### src/gos_pkg.sv
`default_nettype none
package gos_pkg;

  // Bitmap row width and channel width
  localparam int ROW_W = 32;
  localparam int CH_W  = 8;
  localparam int CNT_W = 4;

  localparam logic [ROW_W-1:0] ALPHA_MASK = 32'hff000000;
  localparam logic [ROW_W-1:0] RGB_MASK   = 32'h00ffffff;

  // Request codes
  typedef enum logic [1:0] {
    REQ_LOAD   = 2'd0,
    REQ_READ   = 2'd1,
    REQ_FINISH = 2'd2
  } req_e;

  // Channel being scaled by the shared multiplier
  typedef enum logic [1:0] {
    CH_RED   = 2'd0,
    CH_GREEN = 2'd1,
    CH_BLUE  = 2'd2
  } chan_e;

  // Sequencer states
  typedef enum logic [2:0] {
    ST_IDLE,
    ST_FETCH,
    ST_MUL,
    ST_SCAN,
    ST_DONE
  } state_e;

  // Window evaluation: neighbor count and outline flags
  typedef struct packed {
    logic [CNT_W-1:0] n_count;
    logic             center_nz;
    logic [ROW_W-1:0] nz_vec;
  } pix_eval_t;

endpackage
`default_nettype wire

### src/gos_row_store.sv
`default_nettype none
module gos_row_store #(
  parameter int DEPTH = 64,
  parameter int AW    = 6
) (
  input  wire                        clk_i,
  input  wire                        wr_en_i,
  input  wire  [AW-1:0]              wr_addr_i,
  input  wire  [gos_pkg::ROW_W-1:0]  wr_data_i,
  input  wire                        rd_en_i,
  input  wire  [AW-1:0]              rd_addr_i,
  output logic [gos_pkg::ROW_W-1:0]  rd_data_o
);
  import gos_pkg::*;

  logic [ROW_W-1:0] mem_q [DEPTH];

  // One write port, one registered read port
  always_ff @(posedge clk_i) begin
    if (wr_en_i) begin
      mem_q[wr_addr_i] <= wr_data_i;
    end
    if (rd_en_i) begin
      rd_data_o <= mem_q[rd_addr_i];
    end
  end

endmodule
`default_nettype wire

### src/gos_window.sv
`default_nettype none
module gos_window (
  input  wire  [gos_pkg::ROW_W-1:0] up_i,
  input  wire  [gos_pkg::ROW_W-1:0] mid_i,
  input  wire  [gos_pkg::ROW_W-1:0] dn_i,
  input  wire  [4:0]                col_i,
  input  wire  [gos_pkg::ROW_W-1:0] color_i,
  output gos_pkg::pix_eval_t        eval_o
);
  import gos_pkg::*;

  logic [ROW_W-1:0] up_sh, mid_sh, dn_sh;
  logic [ROW_W-1:0] neigh4;
  logic             color_nz, rgb_nz;

  always_comb begin
    color_nz = |color_i;
    rgb_nz   = |(color_i & RGB_MASK);

    // 3x3 neighborhood around col_i lands in bits [2:0]
    up_sh  = up_i  >> 5'(col_i - 5'd1);
    mid_sh = mid_i >> 5'(col_i - 5'd1);
    dn_sh  = dn_i  >> 5'(col_i - 5'd1);

    eval_o.n_count = CNT_W'($countones({up_sh[2:0], dn_sh[2:0], mid_sh[2], mid_sh[0]}));
    eval_o.center_nz = mid_sh[1] ? color_nz
                     : (rgb_nz & (up_sh[1] | dn_sh[1] | mid_sh[0] | mid_sh[2]));

    // Whole-row outline flags for the width scan
    neigh4 = up_i | dn_i | (mid_i << 1) | (mid_i >> 1);
    eval_o.nz_vec = (mid_i & {ROW_W{color_nz}}) | (~mid_i & neigh4 & {ROW_W{rgb_nz}});
  end

endmodule
`default_nettype wire

### src/glyph_outline_smoother.sv
`default_nettype none
// Glyph outline smoother.
// Input channel (in_valid_i/in_ready_o) takes one request item: load a bitmap
// row, read one processed RGBA pixel, or finish and report the trimmed width.
// Output channel (out_valid_o/out_ready_i) gives one item per read or finish;
// loads and unknown requests give none. The drawing color is written over the
// APB-style port at addresses 0 to 3 (paddr[2] low); the user must write it
// only while the block is idle; the block does not enforce this. A load in
// range is written to the row memory when accepted. A read fetches three rows
// through the row memory's single registered read port, then scales the red,
// green and blue channels in turn on the shared 8x4 multiplier, then moves
// into the output register. A border or out-of-range read goes straight to
// the output register. A non-space finish streams all GLYPH_HEIGHT rows
// through the memory port, then scans columns right to left, one per cycle.
// The result sits in an output register; a new item is accepted while it waits,
// but the next result is held back until the receiver takes the previous one.
// Reset clears control state and sets the color to all ones; row contents are
// undefined until loaded.
module glyph_outline_smoother #(
  parameter int GLYPH_HEIGHT = 64,
  parameter int GLYPH_WIDTH  = 32
) (
  input  wire         clk_i,
  input  wire         rst_ni,
  // Request channel
  input  wire         in_valid_i,
  output logic        in_ready_o,
  input  wire  [1:0]  req_type_i,
  input  wire  [5:0]  row_index_i,
  input  wire  [4:0]  col_index_i,
  input  wire  [31:0] row_bits_i,
  input  wire         glyph_is_space_i,
  // Result channel
  output logic        out_valid_o,
  input  wire         out_ready_i,
  output logic [31:0] pixel_rgba_o,
  output logic [5:0]  glyph_width_o,
  // Configuration port
  input  wire         psel,
  input  wire         penable,
  input  wire         pwrite,
  input  wire  [2:0]  paddr,
  input  wire  [31:0] pwdata,
  output logic [31:0] prdata,
  output logic        pready
);
  import gos_pkg::*;

  localparam int CW       = $clog2(GLYPH_HEIGHT);
  localparam int SPACE_W  = GLYPH_WIDTH / 3;
  localparam int SCAN_TOP = (GLYPH_WIDTH - 2 < ROW_W) ? GLYPH_WIDTH - 2 : ROW_W - 1;

  function automatic logic [ROW_W-1:0] col_mask_f();
    logic [ROW_W-1:0] m;
    for (int i = 0; i < ROW_W; i++) begin
      m[i] = (i >= 1) && (i <= GLYPH_WIDTH - 2);
    end
    return m;
  endfunction

  localparam logic [ROW_W-1:0] COL_MASK = col_mask_f();

  state_e state_q, state_d;

  logic [31:0]      color_q;
  logic [CW-1:0]    fetch_row_q, last_q, rrow_q;
  logic             issuing_q, rvalid_q, is_read_q;
  logic [4:0]       col_q;
  logic [ROW_W-1:0] w0_q, w1_q, acc_q;
  logic [CNT_W-1:0] n_q;
  logic             nz_q;
  chan_e            ch_q;
  logic [31:0]      pix_q;
  logic [4:0]       scan_q;
  logic [5:0]       width_q;
  logic             out_valid_q;
  logic [31:0]      out_pix_q;
  logic [5:0]       out_w_q;

  logic             in_fire, cfg_wr, out_free;
  logic             row_interior, col_interior, load_ok;
  logic             fetch_end, rrow_lit, scan_hit;
  logic             mem_wr, mem_rd;
  logic [ROW_W-1:0] rd_data, dn_lit;
  logic [CH_W-1:0]  mul_a;
  logic [CH_W+CNT_W-1:0] mul_p;
  pix_eval_t        eval;

  // Configuration port
  assign pready = 1'b1;
  assign cfg_wr = psel && penable && pwrite;
  assign prdata = (paddr[2] == 1'b0) ? color_q : 32'd0;

  always_ff @(posedge clk_i or negedge rst_ni) begin
    if (!rst_ni) begin
      color_q <= 32'hffffffff;
    end else if (cfg_wr && paddr[2] == 1'b0) begin
      color_q <= pwdata;
    end
  end

  // Request decode
  assign in_fire      = in_valid_i && in_ready_o;
  assign row_interior = int'(row_index_i) >= 1 && int'(row_index_i) <= GLYPH_HEIGHT - 2;
  assign col_interior = int'(col_index_i) >= 1 && int'(col_index_i) <= GLYPH_WIDTH - 2;
  assign load_ok      = int'(row_index_i) < GLYPH_HEIGHT;
  assign out_free     = !out_valid_q || out_ready_i;

  // Row memory
  gos_row_store #(
    .DEPTH (GLYPH_HEIGHT),
    .AW    (CW)
  ) u_rows (
    .clk_i     (clk_i),
    .wr_en_i   (mem_wr),
    .wr_addr_i (CW'(row_index_i)),
    .wr_data_i (row_bits_i),
    .rd_en_i   (mem_rd),
    .rd_addr_i (fetch_row_q),
    .rd_data_o (rd_data)
  );

  // Only interior rows and columns can be lit
  assign rrow_lit  = (rrow_q != '0) && (rrow_q != CW'(GLYPH_HEIGHT - 1));
  assign dn_lit    = rrow_lit ? (rd_data & COL_MASK) : '0;
  assign fetch_end = rvalid_q && (rrow_q == last_q);
  assign scan_hit  = acc_q[scan_q];

  gos_window u_window (
    .up_i    (w0_q),
    .mid_i   (w1_q),
    .dn_i    (dn_lit),
    .col_i   (col_q),
    .color_i (color_q),
    .eval_o  (eval)
  );

  // Shared channel multiplier
  always_comb begin
    case (ch_q)
      CH_RED:   mul_a = color_q[23:16];
      CH_GREEN: mul_a = color_q[15:8];
      CH_BLUE:  mul_a = color_q[7:0];
      default:  mul_a = '0;
    endcase
    mul_p = (CH_W+CNT_W)'(mul_a) * (CH_W+CNT_W)'(n_q);
  end

  // Next state
  always_comb begin
    state_d = state_q;
    case (state_q)
      ST_IDLE: begin
        if (in_fire) begin
          case (req_type_i)
            REQ_READ:   state_d = (row_interior && col_interior) ? ST_FETCH : ST_DONE;
            REQ_FINISH: state_d = glyph_is_space_i ? ST_DONE : ST_FETCH;
            default:    state_d = ST_IDLE;
          endcase
        end
      end
      ST_FETCH: begin
        if (fetch_end) begin
          state_d = is_read_q ? ST_MUL : ST_SCAN;
        end
      end
      ST_MUL: begin
        if (ch_q == CH_BLUE) begin
          state_d = ST_DONE;
        end
      end
      ST_SCAN: begin
        if (scan_hit || scan_q == 5'd1) begin
          state_d = ST_DONE;
        end
      end
      ST_DONE: begin
        if (out_free) begin
          state_d = ST_IDLE;
        end
      end
      default: state_d = ST_IDLE;
    endcase
  end

  // Control outputs
  always_comb begin
    in_ready_o = (state_q == ST_IDLE);
    mem_wr     = in_fire && (req_type_i == REQ_LOAD) && load_ok;
    mem_rd     = (state_q == ST_FETCH) && issuing_q;
  end

  always_ff @(posedge clk_i or negedge rst_ni) begin
    if (!rst_ni) begin
      state_q     <= ST_IDLE;
      issuing_q   <= 1'b0;
      rvalid_q    <= 1'b0;
      out_valid_q <= 1'b0;
    end else begin
      state_q  <= state_d;
      rvalid_q <= mem_rd;
      if (state_q == ST_IDLE && in_fire && state_d == ST_FETCH) begin
        issuing_q <= 1'b1;
      end else if (mem_rd && fetch_row_q == last_q) begin
        issuing_q <= 1'b0;
      end
      if (state_q == ST_DONE && out_free) begin
        out_valid_q <= 1'b1;
      end else if (out_ready_i) begin
        out_valid_q <= 1'b0;
      end
    end
  end

  // Datapath
  always_ff @(posedge clk_i) begin
    case (state_q)
      ST_IDLE: begin
        is_read_q   <= (req_type_i == REQ_READ);
        col_q       <= col_index_i;
        acc_q       <= '0;
        pix_q       <= '0;
        scan_q      <= 5'(SCAN_TOP);
        if (req_type_i == REQ_READ) begin
          fetch_row_q <= CW'(row_index_i) - CW'(1);
          last_q      <= CW'(row_index_i) + CW'(1);
          width_q     <= '0;
        end else begin
          fetch_row_q <= '0;
          last_q      <= CW'(GLYPH_HEIGHT - 1);
          width_q     <= 6'(SPACE_W);
        end
      end
      ST_FETCH: begin
        if (mem_rd) begin
          fetch_row_q <= fetch_row_q + CW'(1);
        end
        rrow_q <= fetch_row_q;
        if (rvalid_q) begin
          w0_q <= w1_q;
          w1_q <= dn_lit;
          if (!is_read_q && rrow_q >= CW'(2)) begin
            acc_q <= acc_q | (eval.nz_vec & COL_MASK);
          end
        end
        // Pixel setup only for a read; a finish reports a zero pixel
        if (fetch_end && is_read_q) begin
          n_q   <= eval.n_count;
          nz_q  <= eval.center_nz;
          ch_q  <= CH_RED;
          pix_q <= eval.center_nz ? ALPHA_MASK : '0;
        end
      end
      ST_MUL: begin
        if (nz_q) begin
          case (ch_q)
            CH_RED:   pix_q[23:16] <= mul_p[CH_W+2:3];
            CH_GREEN: pix_q[15:8]  <= mul_p[CH_W+2:3];
            CH_BLUE:  pix_q[7:0]   <= mul_p[CH_W+2:3];
            default:  pix_q        <= pix_q;
          endcase
        end
        case (ch_q)
          CH_RED:   ch_q <= CH_GREEN;
          default:  ch_q <= CH_BLUE;
        endcase
      end
      ST_SCAN: begin
        if (scan_hit) begin
          width_q <= 6'(scan_q) + 6'd1;
        end else if (scan_q == 5'd1) begin
          width_q <= '0;
        end
        scan_q <= scan_q - 5'd1;
      end
      ST_DONE: begin
        if (out_free) begin
          out_pix_q <= pix_q;
          out_w_q   <= width_q;
        end
      end
      default: begin
        rrow_q <= rrow_q;
      end
    endcase
  end

  assign out_valid_o   = out_valid_q;
  assign pixel_rgba_o  = out_pix_q;
  assign glyph_width_o = out_w_q;

  // A fetch always has a row read in flight
  assert property (@(posedge clk_i) disable iff (!rst_ni)
    state_q == ST_FETCH |-> issuing_q || rvalid_q)
    else $error("fetch state without a pending row read");

  // A nonzero pixel is always opaque
  assert property (@(posedge clk_i) disable iff (!rst_ni)
    out_valid_o && pixel_rgba_o != 32'd0 |-> pixel_rgba_o[31:24] == 8'hff)
    else $error("nonzero pixel without full alpha");

  // Width never exceeds the glyph width
  assert property (@(posedge clk_i) disable iff (!rst_ni)
    out_valid_o |-> int'(glyph_width_o) <= GLYPH_WIDTH)
    else $error("glyph width out of range");

  // A space finish completes without touching the row memory
  assert property (@(posedge clk_i) disable iff (!rst_ni)
    in_fire && req_type_i == REQ_FINISH && glyph_is_space_i |=> state_q == ST_DONE)
    else $error("space finish did not go straight to result");

endmodule
`default_nettype wire
### config.mk
export PLATFORM = sky130hd
export DESIGN_NAME = glyph_outline_smoother
export DESIGN_NICKNAME = d
export VERILOG_FILES = /design/src/gos_pkg.sv /design/src/gos_row_store.sv /design/src/gos_window.sv /design/src/glyph_outline_smoother.sv
export SDC_FILE = /design/constraint.sdc
export NUM_CORES = 2
export LEC_CHECK = 0
export BUFFER_PORTS_ARGS = -buffer_cell sky130_fd_sc_hd__buf_4
export CAP_MARGIN = 5
export CORE_ASPECT_RATIO = 1.4
export CORE_MARGIN = 2
export CORE_UTILIZATION = 60
export CTS_CLUSTER_DIAMETER = 80
export DETAILED_ROUTE_END_ITERATION = 7
export PLACE_DENSITY = 0.84
export SYNTH_ARGS = -nofsm -noshare
export SYNTH_HDL_FRONTEND = slang
export SYNTH_SLANG_ARGS = --single-unit
### constraint.sdc
create_clock -name clk_i -period 12.4 [get_ports clk_i]
set_input_delay 1.86 -clock clk_i [delete_from_list [all_inputs] [get_ports clk_i]]
set_output_delay 1.86 -clock clk_i [all_outputs]
set_load 0.01 [all_outputs]
==> summary.txt <==
Outcome
  – Status: finished with violations
  – Failing checks: design-rule violations

Power and ir drop
  – VDD IR max: 0.1789 mV
  – Power Density: ~220 nW/um^2
  – LEAKAGE: ~30 nW

Layout
  – Syn-to-layout area delta: 11.21%
  – Fillcell total: about 8100
  – Final cell count without fillers: 6174
  – Final Cell Area: a little under 100000 sq um
  – Multi-input logic area: roughly 21000 sq um
  – Final Net Count: roughly 4200
  – Fraction of layout cells with a size suffix above 1: between 30% and 40%
  – FF+latch area: about 65000 sq um

GRT
  – GRT Overall Usage: around 32%
  – Initial antenna violation count: 22
  – Largest net degree at the start of global routing: ~110
  – First-pass GRT wire length: between 300 and 400 mm
  – Vias in the first global route: 45849
  – GRT overflow: 0

Critical path
  – Worst R2R Path Depth: 17
  – Critical-path top delay cell: clkinv_1
  – CP Max Fanout: 67
  – Worst setup EP type: flip-flop
  – Most used cell, CP: fa_1
  – Kind of critical path: reg2reg
  – Crit path launch type: flip-flop
  – Critical path's top delay family: adder cells
  – Crit path buffers/inverters: 5
  – Crit-path cells: buf_4, clkinv_1, ha_4, buf_4, mux2i_1, nor2_1, a21oi_1, o21ai_0, a21oi_1, o21ai_0, ha_1, fa_1, fa_1, ha_1, inv_1, fa_1, inv_1
  – Flop2flop setup slack: between 5 and 6 ns
  – CP max stage delay: 1.06 ns
  – RR Endpoint: n_q[2]
  – RR Startpoint: col_q[0]
  – Crit path DAT: 7.88 ns
  – WP data required: about 13 ns

Yosys
  – Syn nets: a little over 4000
  – Post-Syn Area per Cell: about 22 sq um
  – Synth Warn #: 0
  – Synth Flop Type: edfxtp_1
  – Mapped Cells: a little under 4000
  – Sequential-to-total area share from yosys stat: around 75%
  – Most frequent cell after synthesis: edfxtp_1
  – Post-synth top cells: 2138 x edfxtp_1, 674 x mux4_2, 137 x clkbuf_1, 95 x nor2_1, 90 x nand2_1
  – Netlist cell types: 65
  – Post-Synthesis Cell Area: 86830 sq um
  – Post-synth top area cell: edfxtp_1
  – Seq cells post-synth: about 2200
  – Async SR Flop Fraction: under 10%
  – Top cell type's share of synthesized area: approximately three quarters
  – EDFF count, synth: 2138
  – Top post-synthesis cells by area: edfxtp_1 74%, mux4_2 17%, dfstp_2 0.97%

Timing
  – F_max: 136.8 MHz
  – Layout Skew: about 0.032 ns
  – Finish-stage setup viols: 0
  – RSZ-0062 raised after global routing: no
  – Worst hold slack: about 0.42 ns
  – Slew at the pin closest to its max-slew limit: between 1 and 1.5 ns
  – Hold Vio Cnt, Final: 0
  – Slew headroom: under 10%
  – Final cycle utilization of the critical path: 58.95%
  – Tmin final: 7.310 ns
  – Final setup TNS: 0 ns
  – Fin. max-slew vios: 0

Die
  – Die X: approximately 330 um
  – FP Rows: around 170
  – Ports: approximately 160
  – Die ar.: 147800 sq um
  – Core Area: roughly 140000 sq um
  – Initial Util: roughly three fifths
  – Die Y: about 450 um

CTS
  – CTS Hold Bufs: 0
  – Setup bufs post-CTS: 0
  – Root buf cell: clkbuf_16
  – Total CTS buffers: 179
  – Bufs on Longest Clock Path: 3
  – Clock sinks: 2176
  – Post-cts resize count: 0
  – H-tree lvl count: 4
  – CTS tree: yes
  – Clock slew at reported path FFs: about 0.070 ns
  – Worst skew pair latency: around 0.84 ns

Worst hold path
  – Worst hold stages: 0
  – Worst min path class: reg2reg
  – Hold Startpoint: pix_q[16]
  – Worst-case hold path end point: pixel_rgba_o[16]

Detailed routing
  – Routed len/inst: around 38 um
  – Routed via count: about 45000
  – DR DRC count: 15
  – Final ANT Viol Nets: 0
  – First-pass detailed-route iteration total: 8
  – Initial DRC count: between 7000 and 8000
  – Final wirelength: ~240 mm
  – DR vias/cell: between 7 and 8

Placement
  – Placed cells: about 5800
  – Routability cong.: approximately 0.90
  – Post-DP HPWL: 125.1 mm
  – I/O Buffers: about 160
  – Post-DP Area: 90750 sq um

Run
  – Max cap viols: 0
-- where the power goes --
group | internal, mW | switching (mW)
combinational | 2.82 | 3.26
clock | 3.10 | 2.66
sequential | 8.66 | 0.415
-- how the worst max path moves through the flow --
stage | start | end | slack [ns] | cells past startpoint
floorplan | row_index_i[4] | u_rows.mem_q[22][10] | 6.80 | 5
global placement | col_q[0] | n_q[2] | 5.34 | 17
detailed placement | col_q[0] | n_q[2] | 5.28 | 17
CTS | col_q[0] | n_q[2] | 5.17 | 17
global route | col_q[0] | n_q[2] | 4.66 | 18
finish | col_q[0] | n_q[2] | 5.09 | 17
-- sequential cells by signal (all words and copies together) (netlist names), 6 cells and up --
register / count
w0_q: 30
acc_q: 30
w1_q: 30
glyph_width_o: 6
fetch_row_q: 6
pixel_rgba_o: 25
color_q: 32
u_rows.mem_q: 1920
u_rows.rd_data_o: 30
width_q: 6
last_q: 6
pix_q: 25
rrow_q: 6
-- layer usage --
| metal | vias to the layer above | routed length [um] | track usage (%) |
|---|---|---|---|
| met3 | 939 | 26350 | 7.232 |
| met1 | 23166 | 74450 | 39.47 |
| met5 | - | 91 | 0 |
| met4 | 14 | 14990 | 17.35 |
| li1 | 16794 | - | - |
| met2 | 4228 | 120400 | 54.89 |
-- metrics by stage --
| step | power, mW | utilization (%) | setup WS (ns) |
|---|---|---|---|
| after floorplan | 13.21 | - | 6.799 |
| after global placement | 14.79 | 62.98 | 5.336 |
| after detailed placement | 15.02 | 62.98 | 5.276 |
| after CTS | 20.86 | 67.00 | 5.170 |
| after global routing | 21.45 | 67.01 | 4.663 |
| final | 20.92 | 67.01 | 5.090 |
-- layout make-up --
type	instances	share of cell area (%)
antenna	8	0.02073
clock buffer	222	4.938
clock inverter	105	1.062
inverter	47	0.1827
multi-input combinational	1441	21.76
sequential	2176	67.51
tap	1920	2.488
timing repair buffer	255	2.034
-- cells by family (layout without fill, tap and decap cells) --
kind of cell | count (synthesis) | after routing | share of synthesized area, %
buffers and inverters | 270 | 629 | 1.300
AOI/OAI and AO/OA | 193 | 193 | 1.440
other | 2 | 10 | 0.008649
adders and majority gates | 46 | 46 | 0.8012
and+or+nand+nor | 380 | 380 | 2.185
xor gates and xnor gates | 38 | 38 | 0.3833
DFF | 2176 | 2176 | 75.08
muxes | 782 | 782 | 18.80
-- worst register-to-register path: cells and delay by family, from the launching register on --
kind            cells  cell delay (ns)
compound gates      4             0.69
flops               1             0.33
buf+inv             5             2.56
simple gates        1             0.09
fa+ha+maj           6             2.99
mux                 1             0.41
-- placed cells by master, fill, tap and decap left out, types with 34 or more instances in the layout --
master,netlist,layout
mux2_2,52,52
inv_1,46,46
a21oi_1,82,81
nand2_1,90,90
nor2_1,95,34
nor2_4,0,61
buf_4,8,251
mux4_2,674,674
mux2i_1,56,56
nor2b_1,41,41
clkinv_1,1,40
clkbuf_16,0,185
clkbuf_1,137,37
and2_1,54,54
edfxtp_1,2138,2138
Power figures use the tool's default switching activity.
